## config.mk

```make
export PLATFORM = sky130hd
export DESIGN_NAME = radial_distance_statistics
export DESIGN_NICKNAME = d
export VERILOG_FILES = /design/src/rtl/core/rds_pkg.sv /design/src/rtl/core/radial_distance_statistics.sv /design/src/rtl/core/rds_iter.sv
export VERILOG_INCLUDE_DIRS = /design/src /design/src/rtl/core
export SDC_FILE = /design/constraint.sdc
export NUM_CORES = 2
export LEC_CHECK = 0
export ABC_AREA = 1
export BUFFER_PORTS_ARGS = -buffer_cell sky130_fd_sc_hd__buf_2
export CAP_MARGIN = 20
export CORE_MARGIN = 5
export CORE_UTILIZATION = 60
export DETAILED_ROUTE_END_ITERATION = 8
export PLACE_DENSITY = 0.81
export REMOVE_ABC_BUFFERS = 1
export SLEW_MARGIN = 30
export SYNTH_ARGS = -nofsm -noshare
export SYNTH_HDL_FRONTEND = slang
export SYNTH_SLANG_ARGS = --single-unit
```

## constraint.sdc

```tcl
create_clock -name clk -period 11.8 [get_ports clk]
set_input_delay 2.36 -clock clk [delete_from_list [all_inputs] [get_ports clk]]
set_output_delay 2.36 -clock clk [all_outputs]
set_load 0.005 [all_outputs]
```

## src/rtl/core/radial_distance_statistics_macros.svh

```systemverilog
// ----------------------------------------------------------------------------
// Radial distance statistics assertion macros
// Concurrent assertion shorthands; compiled out when ASSERT_OFF is defined.
// ----------------------------------------------------------------------------
`ifndef RADIAL_DISTANCE_STATISTICS_MACROS_SVH
`define RADIAL_DISTANCE_STATISTICS_MACROS_SVH

`ifndef ASSERT_OFF
`define RDS_ASSERT_IMPLY(label, clk, rst_n, ante, cons) \
  label: assert property (@(posedge clk) disable iff (!rst_n) (ante) |-> (cons)) \
    else $error("assertion failed: same-cycle implication");
`define RDS_ASSERT_NEXT(label, clk, rst_n, ante, cons) \
  label: assert property (@(posedge clk) disable iff (!rst_n) (ante) |=> (cons)) \
    else $error("assertion failed: next-cycle implication");
`else
`define RDS_ASSERT_IMPLY(label, clk, rst_n, ante, cons)
`define RDS_ASSERT_NEXT(label, clk, rst_n, ante, cons)
`endif

`endif

```

## src/rtl/core/rds_pkg.sv

```systemverilog
// ----------------------------------------------------------------------------
// Radial distance statistics package
// Shared widths, constants and the command type of the shift-subtract unit.
// ----------------------------------------------------------------------------
`default_nettype none

package rds_pkg;

  localparam int COORD_W     = 16;
  localparam int SIDE_W      = 16;
  localparam int DIST_W      = 17;
  localparam int MIN_W       = 18;
  localparam int SUM_W       = 25;
  localparam int SQSUM_W     = 42;
  localparam int PROD_W      = 34;
  localparam int SQ_W        = 42;
  localparam int ITER_W      = 6;
  localparam int COUNT_OUT_W = 9;
  localparam int CFG_IDX_W   = 1;

  localparam logic [MIN_W-1:0] MIN_RESET = 18'd160000;

  // Iteration counts of the shared unit; operands are left-aligned in SQ_W bits.
  localparam logic [ITER_W-1:0] DIST_ITERS = 6'd17;
  localparam logic [ITER_W-1:0] MEAN_ITERS = 6'd25;
  localparam logic [ITER_W-1:0] MSQ_ITERS  = 6'd42;

  localparam logic [CFG_IDX_W-1:0] REG_CENTROID_X = 1'b0;
  localparam logic [CFG_IDX_W-1:0] REG_CENTROID_Y = 1'b1;

  typedef enum logic {
    OP_SQRT = 1'b0,
    OP_DIV  = 1'b1
  } op_t;

  typedef struct packed {
    logic              start;
    op_t               op;
    logic [ITER_W-1:0] iters;
  } iter_cmd_t;

endpackage

`default_nettype wire

```

## src/rtl/core/radial_distance_statistics.sv

```systemverilog
// ----------------------------------------------------------------------------
// Radial distance statistics: distance to centroid and run statistics
// A new request is taken only once the previous result is loaded for output, so
// stalled results hold off requests; the shared shift-subtract unit makes one
// bit a cycle. Synchronous reset clears the run and the centroid.
// ----------------------------------------------------------------------------
`default_nettype none

`include "radial_distance_statistics_macros.svh"

module radial_distance_statistics
  import rds_pkg::*;
#(
  parameter int MAX_ITEMS = 256
) (
  input  wire logic                   clk,
  input  wire logic                   rst_n,
  // configuration
  input  wire logic                   cfg_we,
  input  wire logic [CFG_IDX_W-1:0]   cfg_index,
  input  wire logic [COORD_W-1:0]     cfg_wdata,
  // input channel
  input  wire logic                   in_valid,
  output logic                        in_stall,
  input  wire logic [COORD_W-1:0]     in_box_center_x,
  input  wire logic [COORD_W-1:0]     in_box_center_y,
  input  wire logic [SIDE_W-1:0]      in_box_width,
  input  wire logic [SIDE_W-1:0]      in_box_height,
  input  wire logic                   in_last_in,
  // result channel
  output logic                        out_valid,
  input  wire logic                   out_stall,
  output logic [DIST_W-1:0]           out_distance,
  output logic                        out_stats_valid,
  output logic [MIN_W-1:0]            out_min_distance,
  output logic [DIST_W-1:0]           out_max_distance,
  output logic [DIST_W-1:0]           out_mean_distance,
  output logic [DIST_W-1:0]           out_std_distance,
  output logic [SIDE_W-1:0]           out_largest_side,
  output logic [COUNT_OUT_W-1:0]      out_item_count,
  output logic                        out_overflow
);

  localparam int CNT_W = $clog2(MAX_ITEMS + 1);
  localparam logic [CNT_W-1:0] CNT_MAX = CNT_W'(MAX_ITEMS);

  typedef enum logic [14:0] {
    S_IDLE  = 15'h0001,
    S_SQX   = 15'h0002,
    S_SQY   = 15'h0004,
    S_DGO   = 15'h0008,
    S_DWAIT = 15'h0010,
    S_DSQ   = 15'h0020,
    S_ACC   = 15'h0040,
    S_MGO   = 15'h0080,
    S_MWAIT = 15'h0100,
    S_QGO   = 15'h0200,
    S_QWAIT = 15'h0400,
    S_VAR   = 15'h0800,
    S_SGO   = 15'h1000,
    S_SWAIT = 15'h2000,
    S_OUT   = 15'h4000
  } state_t;

  // control state
  state_t             state_r, state_nxt;
  logic [COORD_W-1:0] cx_r, cy_r;
  logic [CNT_W-1:0]   count_r, count_nxt;
  logic [SUM_W-1:0]   sum_r, sum_nxt;
  logic [SQSUM_W-1:0] sumsq_r, sumsq_nxt;
  logic [MIN_W-1:0]   min_r, min_nxt;
  logic [DIST_W-1:0]  max_r, max_nxt;
  logic [SIDE_W-1:0]  side_max_r, side_max_nxt;
  logic               ovf_r, ovf_nxt;
  logic               out_valid_r, out_valid_nxt;

  // working payload
  logic [COORD_W-1:0] dx_r, dx_nxt;
  logic [COORD_W-1:0] dy_r, dy_nxt;
  logic [SIDE_W-1:0]  side_r, side_nxt;
  logic               last_r, last_nxt;
  logic [PROD_W-1:0]  acc_r, acc_nxt;
  logic [DIST_W-1:0]  dist_r, dist_nxt;
  logic [DIST_W-1:0]  mean_r, mean_nxt;
  logic [DIST_W-1:0]  std_r, std_nxt;
  logic               load_out;

  // output payload
  logic [DIST_W-1:0]      o_dist_r;
  logic                   o_stats_r;
  logic [MIN_W-1:0]       o_min_r;
  logic [DIST_W-1:0]      o_max_r;
  logic [DIST_W-1:0]      o_mean_r;
  logic [DIST_W-1:0]      o_std_r;
  logic [SIDE_W-1:0]      o_side_r;
  logic [COUNT_OUT_W-1:0] o_count_r;
  logic                   o_ovf_r;

  // shared multiplier and shift-subtract unit
  logic [DIST_W-1:0]  mul_a, mul_b;
  logic [PROD_W-1:0]  prod;
  iter_cmd_t          iter_cmd;
  logic [SQ_W-1:0]    iter_operand;
  logic               iter_busy;
  logic [SQ_W-1:0]    iter_result;
  logic [SUM_W:0]     sum_add;
  logic [SQSUM_W:0]   sumsq_add;
  logic [PROD_W-1:0]  msq;
  logic               in_accept;
  logic               stats_in_range;
  logic               partial_clear;

  assign in_accept = in_valid && !in_stall;
  assign prod      = mul_a * mul_b;
  assign sum_add   = {1'b0, sum_r} + (SUM_W + 1)'(dist_r);
  assign sumsq_add = {1'b0, sumsq_r} + (SQSUM_W + 1)'(acc_r);
  assign msq       = iter_result[PROD_W-1:0];

  rds_iter #(
    .DIV_W (CNT_W)
  ) u_iter (
    .clk     (clk),
    .rst_n   (rst_n),
    .cmd     (iter_cmd),
    .operand (iter_operand),
    .divisor (count_r),
    .busy    (iter_busy),
    .result  (iter_result)
  );

  always_ff @(posedge clk) begin
    if (!rst_n) begin
      cx_r <= '0;
      cy_r <= '0;
    end else if (cfg_we) begin
      unique case (cfg_index)
        REG_CENTROID_X: cx_r <= cfg_wdata;
        REG_CENTROID_Y: cy_r <= cfg_wdata;
        default: ;
      endcase
    end
  end

  always_comb begin
    state_nxt     = state_r;
    count_nxt     = count_r;
    sum_nxt       = sum_r;
    sumsq_nxt     = sumsq_r;
    min_nxt       = min_r;
    max_nxt       = max_r;
    side_max_nxt  = side_max_r;
    ovf_nxt       = ovf_r;
    out_valid_nxt = out_valid_r;
    dx_nxt        = dx_r;
    dy_nxt        = dy_r;
    side_nxt      = side_r;
    last_nxt      = last_r;
    acc_nxt       = acc_r;
    dist_nxt      = dist_r;
    mean_nxt      = mean_r;
    std_nxt       = std_r;
    load_out      = 1'b0;
    mul_a         = {1'b0, dx_r};
    mul_b         = {1'b0, dx_r};
    iter_cmd      = '{start: 1'b0, op: OP_SQRT, iters: DIST_ITERS};
    iter_operand  = {acc_r, {(SQ_W - PROD_W){1'b0}}};

    if (out_valid_r && !out_stall) begin
      out_valid_nxt = 1'b0;
    end

    unique case (state_r)
      S_IDLE: begin
        if (in_valid) begin
          dx_nxt   = (in_box_center_x >= cx_r) ? in_box_center_x - cx_r
                                               : cx_r - in_box_center_x;
          dy_nxt   = (in_box_center_y >= cy_r) ? in_box_center_y - cy_r
                                               : cy_r - in_box_center_y;
          side_nxt = (in_box_width > in_box_height) ? in_box_width : in_box_height;
          last_nxt = in_last_in;
          state_nxt = S_SQX;
        end
      end
      S_SQX: begin
        acc_nxt   = prod;
        state_nxt = S_SQY;
      end
      S_SQY: begin
        mul_a     = {1'b0, dy_r};
        mul_b     = {1'b0, dy_r};
        acc_nxt   = acc_r + prod;
        state_nxt = S_DGO;
      end
      S_DGO: begin
        iter_cmd  = '{start: 1'b1, op: OP_SQRT, iters: DIST_ITERS};
        state_nxt = S_DWAIT;
      end
      S_DWAIT: begin
        if (!iter_busy) begin
          dist_nxt  = iter_result[DIST_W-1:0];
          state_nxt = S_DSQ;
        end
      end
      S_DSQ: begin
        mul_a     = dist_r;
        mul_b     = dist_r;
        acc_nxt   = prod;
        state_nxt = S_ACC;
      end
      S_ACC: begin
        // A full run only flags the overflow; the item's distance still goes out.
        if (count_r == CNT_MAX) begin
          ovf_nxt = 1'b1;
        end else begin
          count_nxt = count_r + 1'b1;
          sum_nxt   = sum_add[SUM_W] ? {SUM_W{1'b1}} : sum_add[SUM_W-1:0];
          sumsq_nxt = sumsq_add[SQSUM_W] ? {SQSUM_W{1'b1}} : sumsq_add[SQSUM_W-1:0];
          if ({1'b0, dist_r} < min_r) begin
            min_nxt = {1'b0, dist_r};
          end
          if (dist_r > max_r) begin
            max_nxt = dist_r;
          end
          if (side_r > side_max_r) begin
            side_max_nxt = side_r;
          end
        end
        state_nxt = last_r ? S_MGO : S_OUT;
      end
      S_MGO: begin
        if (count_r == '0) begin
          mean_nxt  = '0;
          std_nxt   = '0;
          state_nxt = S_OUT;
        end else begin
          iter_cmd     = '{start: 1'b1, op: OP_DIV, iters: MEAN_ITERS};
          iter_operand = {sum_r, {(SQ_W - SUM_W){1'b0}}};
          state_nxt    = S_MWAIT;
        end
      end
      S_MWAIT: begin
        if (!iter_busy) begin
          mean_nxt  = iter_result[DIST_W-1:0];
          state_nxt = S_QGO;
        end
      end
      S_QGO: begin
        iter_cmd     = '{start: 1'b1, op: OP_DIV, iters: MSQ_ITERS};
        iter_operand = sumsq_r;
        state_nxt    = S_QWAIT;
      end
      S_QWAIT: begin
        if (!iter_busy) begin
          state_nxt = S_VAR;
        end
      end
      S_VAR: begin
        // The mean of squares never exceeds the largest square, so it fits PROD_W.
        mul_a     = mean_r;
        mul_b     = mean_r;
        acc_nxt   = (msq > prod) ? msq - prod : '0;
        state_nxt = S_SGO;
      end
      S_SGO: begin
        iter_cmd  = '{start: 1'b1, op: OP_SQRT, iters: DIST_ITERS};
        state_nxt = S_SWAIT;
      end
      S_SWAIT: begin
        if (!iter_busy) begin
          std_nxt   = iter_result[DIST_W-1:0];
          state_nxt = S_OUT;
        end
      end
      S_OUT: begin
        if (!out_valid_r || !out_stall) begin
          load_out      = 1'b1;
          out_valid_nxt = 1'b1;
          state_nxt     = S_IDLE;
          if (last_r) begin
            count_nxt    = '0;
            sum_nxt      = '0;
            sumsq_nxt    = '0;
            min_nxt      = MIN_RESET;
            max_nxt      = '0;
            side_max_nxt = '0;
            ovf_nxt      = 1'b0;
          end
        end
      end
      default: begin
        state_nxt = S_IDLE;
      end
    endcase
  end

  always_ff @(posedge clk) begin
    if (!rst_n) begin
      state_r     <= S_IDLE;
      count_r     <= '0;
      sum_r       <= '0;
      sumsq_r     <= '0;
      min_r       <= MIN_RESET;
      max_r       <= '0;
      side_max_r  <= '0;
      ovf_r       <= 1'b0;
      out_valid_r <= 1'b0;
    end else begin
      state_r     <= state_nxt;
      count_r     <= count_nxt;
      sum_r       <= sum_nxt;
      sumsq_r     <= sumsq_nxt;
      min_r       <= min_nxt;
      max_r       <= max_nxt;
      side_max_r  <= side_max_nxt;
      ovf_r       <= ovf_nxt;
      out_valid_r <= out_valid_nxt;
    end
  end

  always_ff @(posedge clk) begin
    dx_r   <= dx_nxt;
    dy_r   <= dy_nxt;
    side_r <= side_nxt;
    last_r <= last_nxt;
    acc_r  <= acc_nxt;
    dist_r <= dist_nxt;
    mean_r <= mean_nxt;
    std_r  <= std_nxt;
  end

  always_ff @(posedge clk) begin
    if (load_out) begin
      o_dist_r <= dist_r;
      if (last_r) begin
        o_stats_r <= 1'b1;
        o_min_r   <= min_r;
        o_max_r   <= max_r;
        o_mean_r  <= mean_r;
        o_std_r   <= std_r;
        o_side_r  <= side_max_r;
        o_count_r <= COUNT_OUT_W'(count_r);
        o_ovf_r   <= ovf_r;
      end else begin
        o_stats_r <= 1'b0;
        o_min_r   <= '0;
        o_max_r   <= '0;
        o_mean_r  <= '0;
        o_std_r   <= '0;
        o_side_r  <= '0;
        o_count_r <= '0;
        o_ovf_r   <= 1'b0;
      end
    end
  end

  assign in_stall          = (state_r != S_IDLE);
  assign out_valid         = out_valid_r;
  assign out_distance      = o_dist_r;
  assign out_stats_valid   = o_stats_r;
  assign out_min_distance  = o_min_r;
  assign out_max_distance  = o_max_r;
  assign out_mean_distance = o_mean_r;
  assign out_std_distance  = o_std_r;
  assign out_largest_side  = o_side_r;
  assign out_item_count    = o_count_r;
  assign out_overflow      = o_ovf_r;

  assign stats_in_range = (out_mean_distance <= out_max_distance)
                       && (out_std_distance <= out_max_distance);
  assign partial_clear  = (out_item_count == '0) && !out_overflow;

  `RDS_ASSERT_IMPLY(a_iter_start_free, clk, rst_n, iter_cmd.start, !iter_busy)
  `RDS_ASSERT_NEXT(a_accept_holds_off, clk, rst_n, in_accept, in_stall && state_r == S_SQX)
  `RDS_ASSERT_IMPLY(a_stats_bounded, clk, rst_n, out_valid && out_stats_valid, stats_in_range)
  `RDS_ASSERT_IMPLY(a_partial_zero, clk, rst_n, out_valid && !out_stats_valid, partial_clear)

endmodule

`default_nettype wire

```

## src/rtl/core/rds_iter.sv

```systemverilog
// ----------------------------------------------------------------------------
// Radial distance statistics shift-subtract unit
// Restoring square root (two radicand bits per step) or restoring division
// (one dividend bit per step) through one shared compare and subtract.
// ----------------------------------------------------------------------------
`default_nettype none

module rds_iter
  import rds_pkg::*;
#(
  parameter int DIV_W = 9
) (
  input  wire logic             clk,
  input  wire logic             rst_n,
  input  wire iter_cmd_t        cmd,
  input  wire logic [SQ_W-1:0]  operand,
  input  wire logic [DIV_W-1:0] divisor,
  output logic                  busy,
  output logic [SQ_W-1:0]       result
);

  localparam int ROOT_W = SQ_W / 2;
  localparam int SUBW   = (DIV_W + 2 > ROOT_W + 3) ? DIV_W + 2 : ROOT_W + 3;

  logic              busy_r;
  logic [ITER_W-1:0] cnt_r;
  op_t               op_r;
  logic [SQ_W-1:0]   work_r;
  logic [SUBW-1:0]   rem_r;
  logic [SQ_W-1:0]   q_r;

  logic [SUBW-1:0]   rem_sh;
  logic [SUBW-1:0]   trial;
  logic [SUBW:0]     diff;
  logic              ge;
  logic [SUBW-1:0]   rem_step;
  logic [SQ_W-1:0]   work_step;

  always_comb begin
    if (op_r == OP_SQRT) begin
      rem_sh    = {rem_r[SUBW-3:0], work_r[SQ_W-1 -: 2]};
      trial     = {q_r[SUBW-3:0], 2'b01};
      work_step = {work_r[SQ_W-3:0], 2'b00};
    end else begin
      rem_sh    = {rem_r[SUBW-2:0], work_r[SQ_W-1]};
      trial     = SUBW'(divisor);
      work_step = {work_r[SQ_W-2:0], 1'b0};
    end
    diff     = {1'b0, rem_sh} - {1'b0, trial};
    ge       = ~diff[SUBW];
    rem_step = ge ? diff[SUBW-1:0] : rem_sh;
  end

  always_ff @(posedge clk) begin
    if (!rst_n) begin
      busy_r <= 1'b0;
      cnt_r  <= '0;
    end else if (cmd.start) begin
      busy_r <= 1'b1;
      cnt_r  <= cmd.iters;
    end else if (busy_r) begin
      cnt_r <= cnt_r - 1'b1;
      if (cnt_r == ITER_W'(1)) begin
        busy_r <= 1'b0;
      end
    end
  end

  always_ff @(posedge clk) begin
    if (cmd.start) begin
      op_r   <= cmd.op;
      work_r <= operand;
      rem_r  <= '0;
      q_r    <= '0;
    end else if (busy_r) begin
      work_r <= work_step;
      rem_r  <= rem_step;
      q_r    <= {q_r[SQ_W-2:0], ge};
    end
  end

  assign busy   = busy_r;
  assign result = q_r;

endmodule

`default_nettype wire

```

Word level (Yosys, flattened, before mapping)
Index checks and enable logic that the tools add are counted.
{"block": "totals", "elab_cells": 184, "register_bits": 530}
{"block": "op_classes", "bitwise": 3, "mul": 1, "eq_ne": 31, "reduce_logical": 24, "add_sub_neg": 11, "mux": 73, "n_lt_le_gt_ge": 7}
{"cell": "two-way mux 42 bit", "n": 8}
{"cell": "case mux 15 bit (15 select lines)", "n": 1}
{"cell": "case mux 42 bit (2 select lines)", "n": 2}
{"cell": "two-way mux 15 bit", "n": 8}
{"cell": "two-way mux 16 bit", "n": 7}
{"cell": "two-way mux 17 bit", "n": 6}
{"cell": "case mux 17 bit (2 select lines)", "n": 3}
{"cell": "case mux 34 bit (3 select lines)", "n": 1}
{"cell": "two-way mux 25 bit", "n": 4}
{"cell": "two-way mux 18 bit", "n": 4}
{"cell": "subtractor 16 bit", "n": 4}
{"cell": "case mux 17 bit (3 select lines)", "n": 1}
{"cell": "case mux 25 bit (2 select lines)", "n": 1}
{"cell": "two-way mux 24 bit", "n": 2}
{"cell": "adder 42 x 34 -> 43 bit", "n": 1}
{"cell": "case mux 18 bit (2 select lines)", "n": 1}
{"cell": "adder 34 bit", "n": 1}
{"cell": "greater-than comparator 34 bit", "n": 1}
{"cell": "multiplier 17 x 17 -> 34 bit", "n": 1}
{"cell": "two-way mux 34 bit", "n": 1}
{"cell": "subtractor 34 bit", "n": 1}
{"cell": ">= comparator 16 bit", "n": 2}
{"cell": "greater-than comparator 16 bit", "n": 2}
{"cell": "case mux 16 bit (2 select lines)", "n": 1}
{"cell": "46 further kinds", "n": 86}

Depth between registers and ports, before layout
{"block": "depth", "depth_word": 6, "ltp_mapped": 55}

Hierarchy
Synthesis repeated with hierarchy kept, for this count alone.
{"block": "hier_totals", "cells_unflattened": 5787, "area_unflattened_um2": 44133.6}
{"mod": "radial_distance_statistics", "seq_area_each_um2": 10940.5, "n_inst": 1, "area_each_um2": 37164.4, "cells_per_inst": 4806}
{"mod": "rds_iter", "seq_area_each_um2": 2732.6, "n_inst": 1, "area_each_um2": 6969.2, "cells_per_inst": 981}

Worst setup path after synthesis
OpenSTA, ideal clock, no wires.
{"block": "synth_path", "path_kind": "register -> register", "start": "register state_r[13]", "end": "register acc_r[0], data pin", "setup_time_ps": 143, "t_arrival_ps": 8026, "synth_period_minus_slack_ps": 8169, "slack_ps": 3631, "path_stages_with_launch": 52, "path_cell_list": "dfxtp_1 -> inv_2 -> nand3_2 -> inv_2 -> nand2_4 -> inv_2 -> nand2_2 -> inv_2 -> nor3_2 -> inv_2 -> buf_2 -> nand4_1 -> o21a_1 -> inv_1 -> buf_2 -> nor2_1 -> inv_1 -> fa_1 -> (+16 left out) -> nand3_1 -> a31o_2 -> xor2_1 -> inv_1 -> ha_1 -> nand2_1 -> nor4_1 -> nand3_1 -> nand3_1 -> inv_1 -> nor2_1 -> inv_1 -> nand2_1 -> nand2_1 -> nand3_2 -> nand2_4 -> buf_12 -> o21bai_2"}
{"block": "synth_between", "elab_chain_cells": 6, "elab_cells_between_ends": 12, "cone_classes": "add/sub: 2; mul: 1; order compare: 1; eq/ne: 4; mux: 3; reduce/logical: 1"}
{"element": "from (decl)", "line": "radial_distance_statistics.sv:66", "source": "state_t state_r, state_nxt;"}
{"element": "from (signal assigned)", "line": "radial_distance_statistics.sv:308", "source": "state_r <= state_nxt;"}
{"element": "equality test 15 x 12 -> 1 bit, or another cell as far along", "line": "radial_distance_statistics.sv:172", "source": "unique case (state_r)"}
{"element": "case mux 17 bit (3 select lines)", "line": "radial_distance_statistics.sv:172"}
{"element": "multiplier 17 x 17 -> 34 bit", "line": "radial_distance_statistics.sv:114", "source": "assign prod = mul_a * mul_b;"}
{"element": "subtractor 34 bit / greater-than comparator 34 bit (equally long branches)", "line": "radial_distance_statistics.sv:261", "source": "acc_nxt = (msq > prod) ? msq - prod : '0;"}
{"element": "two-way mux 34 bit", "line": "radial_distance_statistics.sv:261"}
{"element": "case mux 34 bit (3 select lines) (*)", "line": "radial_distance_statistics.sv:172"}
{"element": "via acc_nxt[0]", "line": "radial_distance_statistics.sv:82", "source": "logic [PROD_W-1:0] acc_r, acc_nxt;"}
{"element": "to (signal assigned)", "line": "radial_distance_statistics.sv:325", "source": "acc_r <= acc_nxt;"}
{"element": "to (decl)", "line": "radial_distance_statistics.sv:82"}
The timed path passes the listed nets; every way through them passes the cells marked *.
A chain may end at the register's enable or synchronous reset.

Final worst setup path
{"block": "layout_path", "start": "register state_r[6]", "end": "register acc_r[4], data pin"}
The elaborated chain is that of the path after synthesis.

==> key figures <==
Timing
  • Hold Vio Cnt, Final: 0
  • Setup Skew: between 0.06 and 0.07 ns
  • Slew @ Worst Pin: between 0.9 and 1 ns
  • Final setup fails: 0
  • Slew HR: 35.3%
  • Post-route clock period utilization: between 80 and 90%
  • Peak Freq: 0.0964 GHz
  • Max Slew Vio Count: 0
  • Final worst setup slack: around 1.4 ns
  • RSZ-0062 raised after global routing: false
  • Post-route setup TNS: 0 ns
  • Post-route minimum period: about 10 ns

GRT
  • Initial antenna violation count: 2
  • GRT Overall Usage: between 30 and 40%
  • Vias in the first global route: ~38000
  • First-pass GRT wire length: 203000 um
  • Largest net degree at the start of global routing: 95
  • Gr ovfl total: 0

Run status
  • Status: complete, but fails checks
  • Violated checks: design-rule violations

Critical path
  • CP required: roughly 12 ns
  • CP startpoint kind: flop
  • Crit end category: flop
  • Slowest Stage Delay on Critical Path: 0.52 ns
  • CP Max Fanout: 26
  • WP data arrival: between 10 and 15 ns
  • WS Path Type: reg -> reg
  • Crit-path most repeated cell: nand2_1
  • CP max-delay cell: fa_1

Clocking
  • Post-CTS Setup Bufs: 0
  • Cts hold-fix bufs: 0
  • CTS root buffer: clkbuf_16
  • CTS tree: yes
  • H-tree depth: 2
  • Clock tree buffer depth: 3
  • Total CTS buffers: just under 60
  • Clock latency on the worst-skew pair: around 0.66 ns
  • Post-cts sizing count: 0
  • Worst-path clk slew: ~0.060 ns
  • CTS sink cnt: 530

Detailed routing
  • Via count: between 30000 and 40000
  • First-pass iteration count of the detailed router: 9
  • DRC Markers: 2
  • Routed Antenna Nets: 0
  • Vias/cell: between 5 and 6
  • Routed WL per cell: between 15 and 20 um
  • Initial DRC Count: approximately 4300
  • Total Wirelength: 129000 um

Synthesis
  • EDFF count, synth: 290
  • Distinct cell type count after synthesis: around 70
  • Synthesized instance count: roughly 5600
  • Ranking of synthesized cells by area: edfxtp_1 (20%), dfxtp_1 (11%), ha_1 (11%)
  • Mapped Area: around 43000 um^2
  • Synth Register Bits: 530
  • Post-synthesis sequential area ratio: between 30% and 40%
  • Post-synth top flop: edfxtp_1
  • Async SR Flop Fraction: 0%
  • YS warnings: 0
  • Post-synth top area cell: edfxtp_1
  • Post-synth top area share: 20.1%
  • Mapped Avg Cell Area: 7.76 um^2

Die
  • Initial core utilization: around three fifths
  • Die X: around 280 um
  • Die area: 77700 um^2
  • Die height: roughly 280 um
  • # IOs: 202
  • Placement row count: 98
  • CORE AREA: between 70000 and 80000 um^2

Place
  • IO Port Bufs: ~200
  • HPWL after detailed placement: between 100000 and 150000 um
  • Pre-CTS setup slack: about 1.7 ns
  • Cells after DPL: 6616
  • Routability Congestion: 1.01

Min path
  • Hold WC Path Type: reg -> reg

Final layout
  • Number of nets in the layout: between 6000 and 7000
  • Layout area overhead: 8.96%
  • Final core occ: 65.9%
  • Final Non-Filler Cells: about 6700
  • Layout cells sized above 1: under 10%

Run
  • Maxcap violations: 0
-- state kept, by name (all words and copies together), names as in the netlist, 18 cells and up --
register	cells
u_iter.work_r	42
acc_r	34
min_r	18
sumsq_r	42
u_iter.rem_r	23
u_iter.result	34
sum_r	25
out_min_distance	18
-- critical path, delay by kind of cell, from the launching register on --
kind                     cells  cell delay (ns)
AO/OA/AOI/OAI                3             0.41
XOR/XNOR                     1             0.47
AND/OR/NAND/NOR             23             4.37
flip-flops                   1             0.31
adder cells (fa/ha/maj)      8             3.31
buffers and inverters        8             1.17
-- cell type report --
| cell class | count | area, um^2 |
|---|---|---|
| sequential | 530 | 13500 |
| inverter | 1011 | 3800 |
| fill | 6110 | 24400 |
| tap | 950 | 1190 |
| clock buffer | 69 | 1610 |
| antenna | 2 | 5.00 |
| timing repair buffer | 232 | 1260 |
| multi-input combinational | 3894 | 25400 |
| clock inverter | 41 | 439 |
-- layer usage --
layer | global-route usage, % | part of all wire [%]
met1 | 41.6 | 40
met2 | 54.1 | 46
met3 | 5.24 | 8.3
met4 | 14.7 | 5.3
met5 | 0 | 0
-- final timing paths --
kind	endpoint	start	cells after the start	slack (ns)
worst max-delay path	acc_r[4]	state_r[6]	43	1.43
worst min-delay path	cy_r[15]	cy_r[15]	2	0.46
worst max register to register	acc_r[4]	state_r[6]	43	1.43
worst min register to register	cy_r[15]	cy_r[15]	2	0.46
-- through the flow --
stage	area, um^2	hold WS, ns
after detailed placement	45100	0.441
after global routing	47200	0.472
after global placement	45100	0.434
after CTS	47200	0.454
after floorplan	42700	0.425
final	47200	0.461
-- cells by family after synthesis --
| kind of cell | Yosys count | synth area share (%) |
|---|---|---|
| adder cells (fa/ha/maj) | 568 | 19.8 |
| multiplexers | 7 | 0.165 |
| buffers and inverters | 1164 | 10.3 |
| XOR/XNOR | 173 | 3.50 |
| flip-flops | 530 | 31.2 |
| AO/OA/AOI/OAI | 1141 | 15.6 |
| AND/OR/NAND/NOR | 2005 | 19.4 |
-- Yosys cell counts, types with 12 or more instances --
cell and count:
edfxtp_1 290, or2_2 14, nand3_1 172, a211oi_1 20, clkbuf_1 97, o211ai_1 18, inv_1 981, o21bai_1 18
fa_1 197, o21bai_2 18, a31oi_1 61, nand3b_1 12, nor4_1 18, nor3_1 44, ha_1 371, o21ai_0 317
nand2_1 1212, buf_2 41, o21a_1 17, nor2_2 18, xnor2_1 59, nand4_1 52, a21boi_0 15, a32oi_1 13
nor2_1 404, o22ai_1 50, dfxtp_1 240, o221ai_1 15, inv_2 24, a21oi_1 448, a21o_1 34, a221oi_1 42
xor2_1 114
-- layout by cell type, fill, tap and decap left out, drive strengths merged, types with 12 or more instances in the layout --
cell	count
nor4	19
edfxtp	290
o21bai	36
ha	371
a221oi	44
buf	232
nor3	49
or2	16
nand2	1226
clkinv	29
o211ai	18
fa	197
inv	1011
nand3b	12
dfxtp	240
a21oi	450
o221ai	15
a211oi	20
a32oi	13
clkbuf	69
nand3	184
a21o	34
nor2	432
o22ai	51
o21a	17
a31oi	62
xor2	114
xnor2	59
a21boi	15
nand4	52
o21ai	329
Power is left out: the tool's default activity adds up to more than one toggle a clock period on the data nets, which glitch-free logic cannot reach.
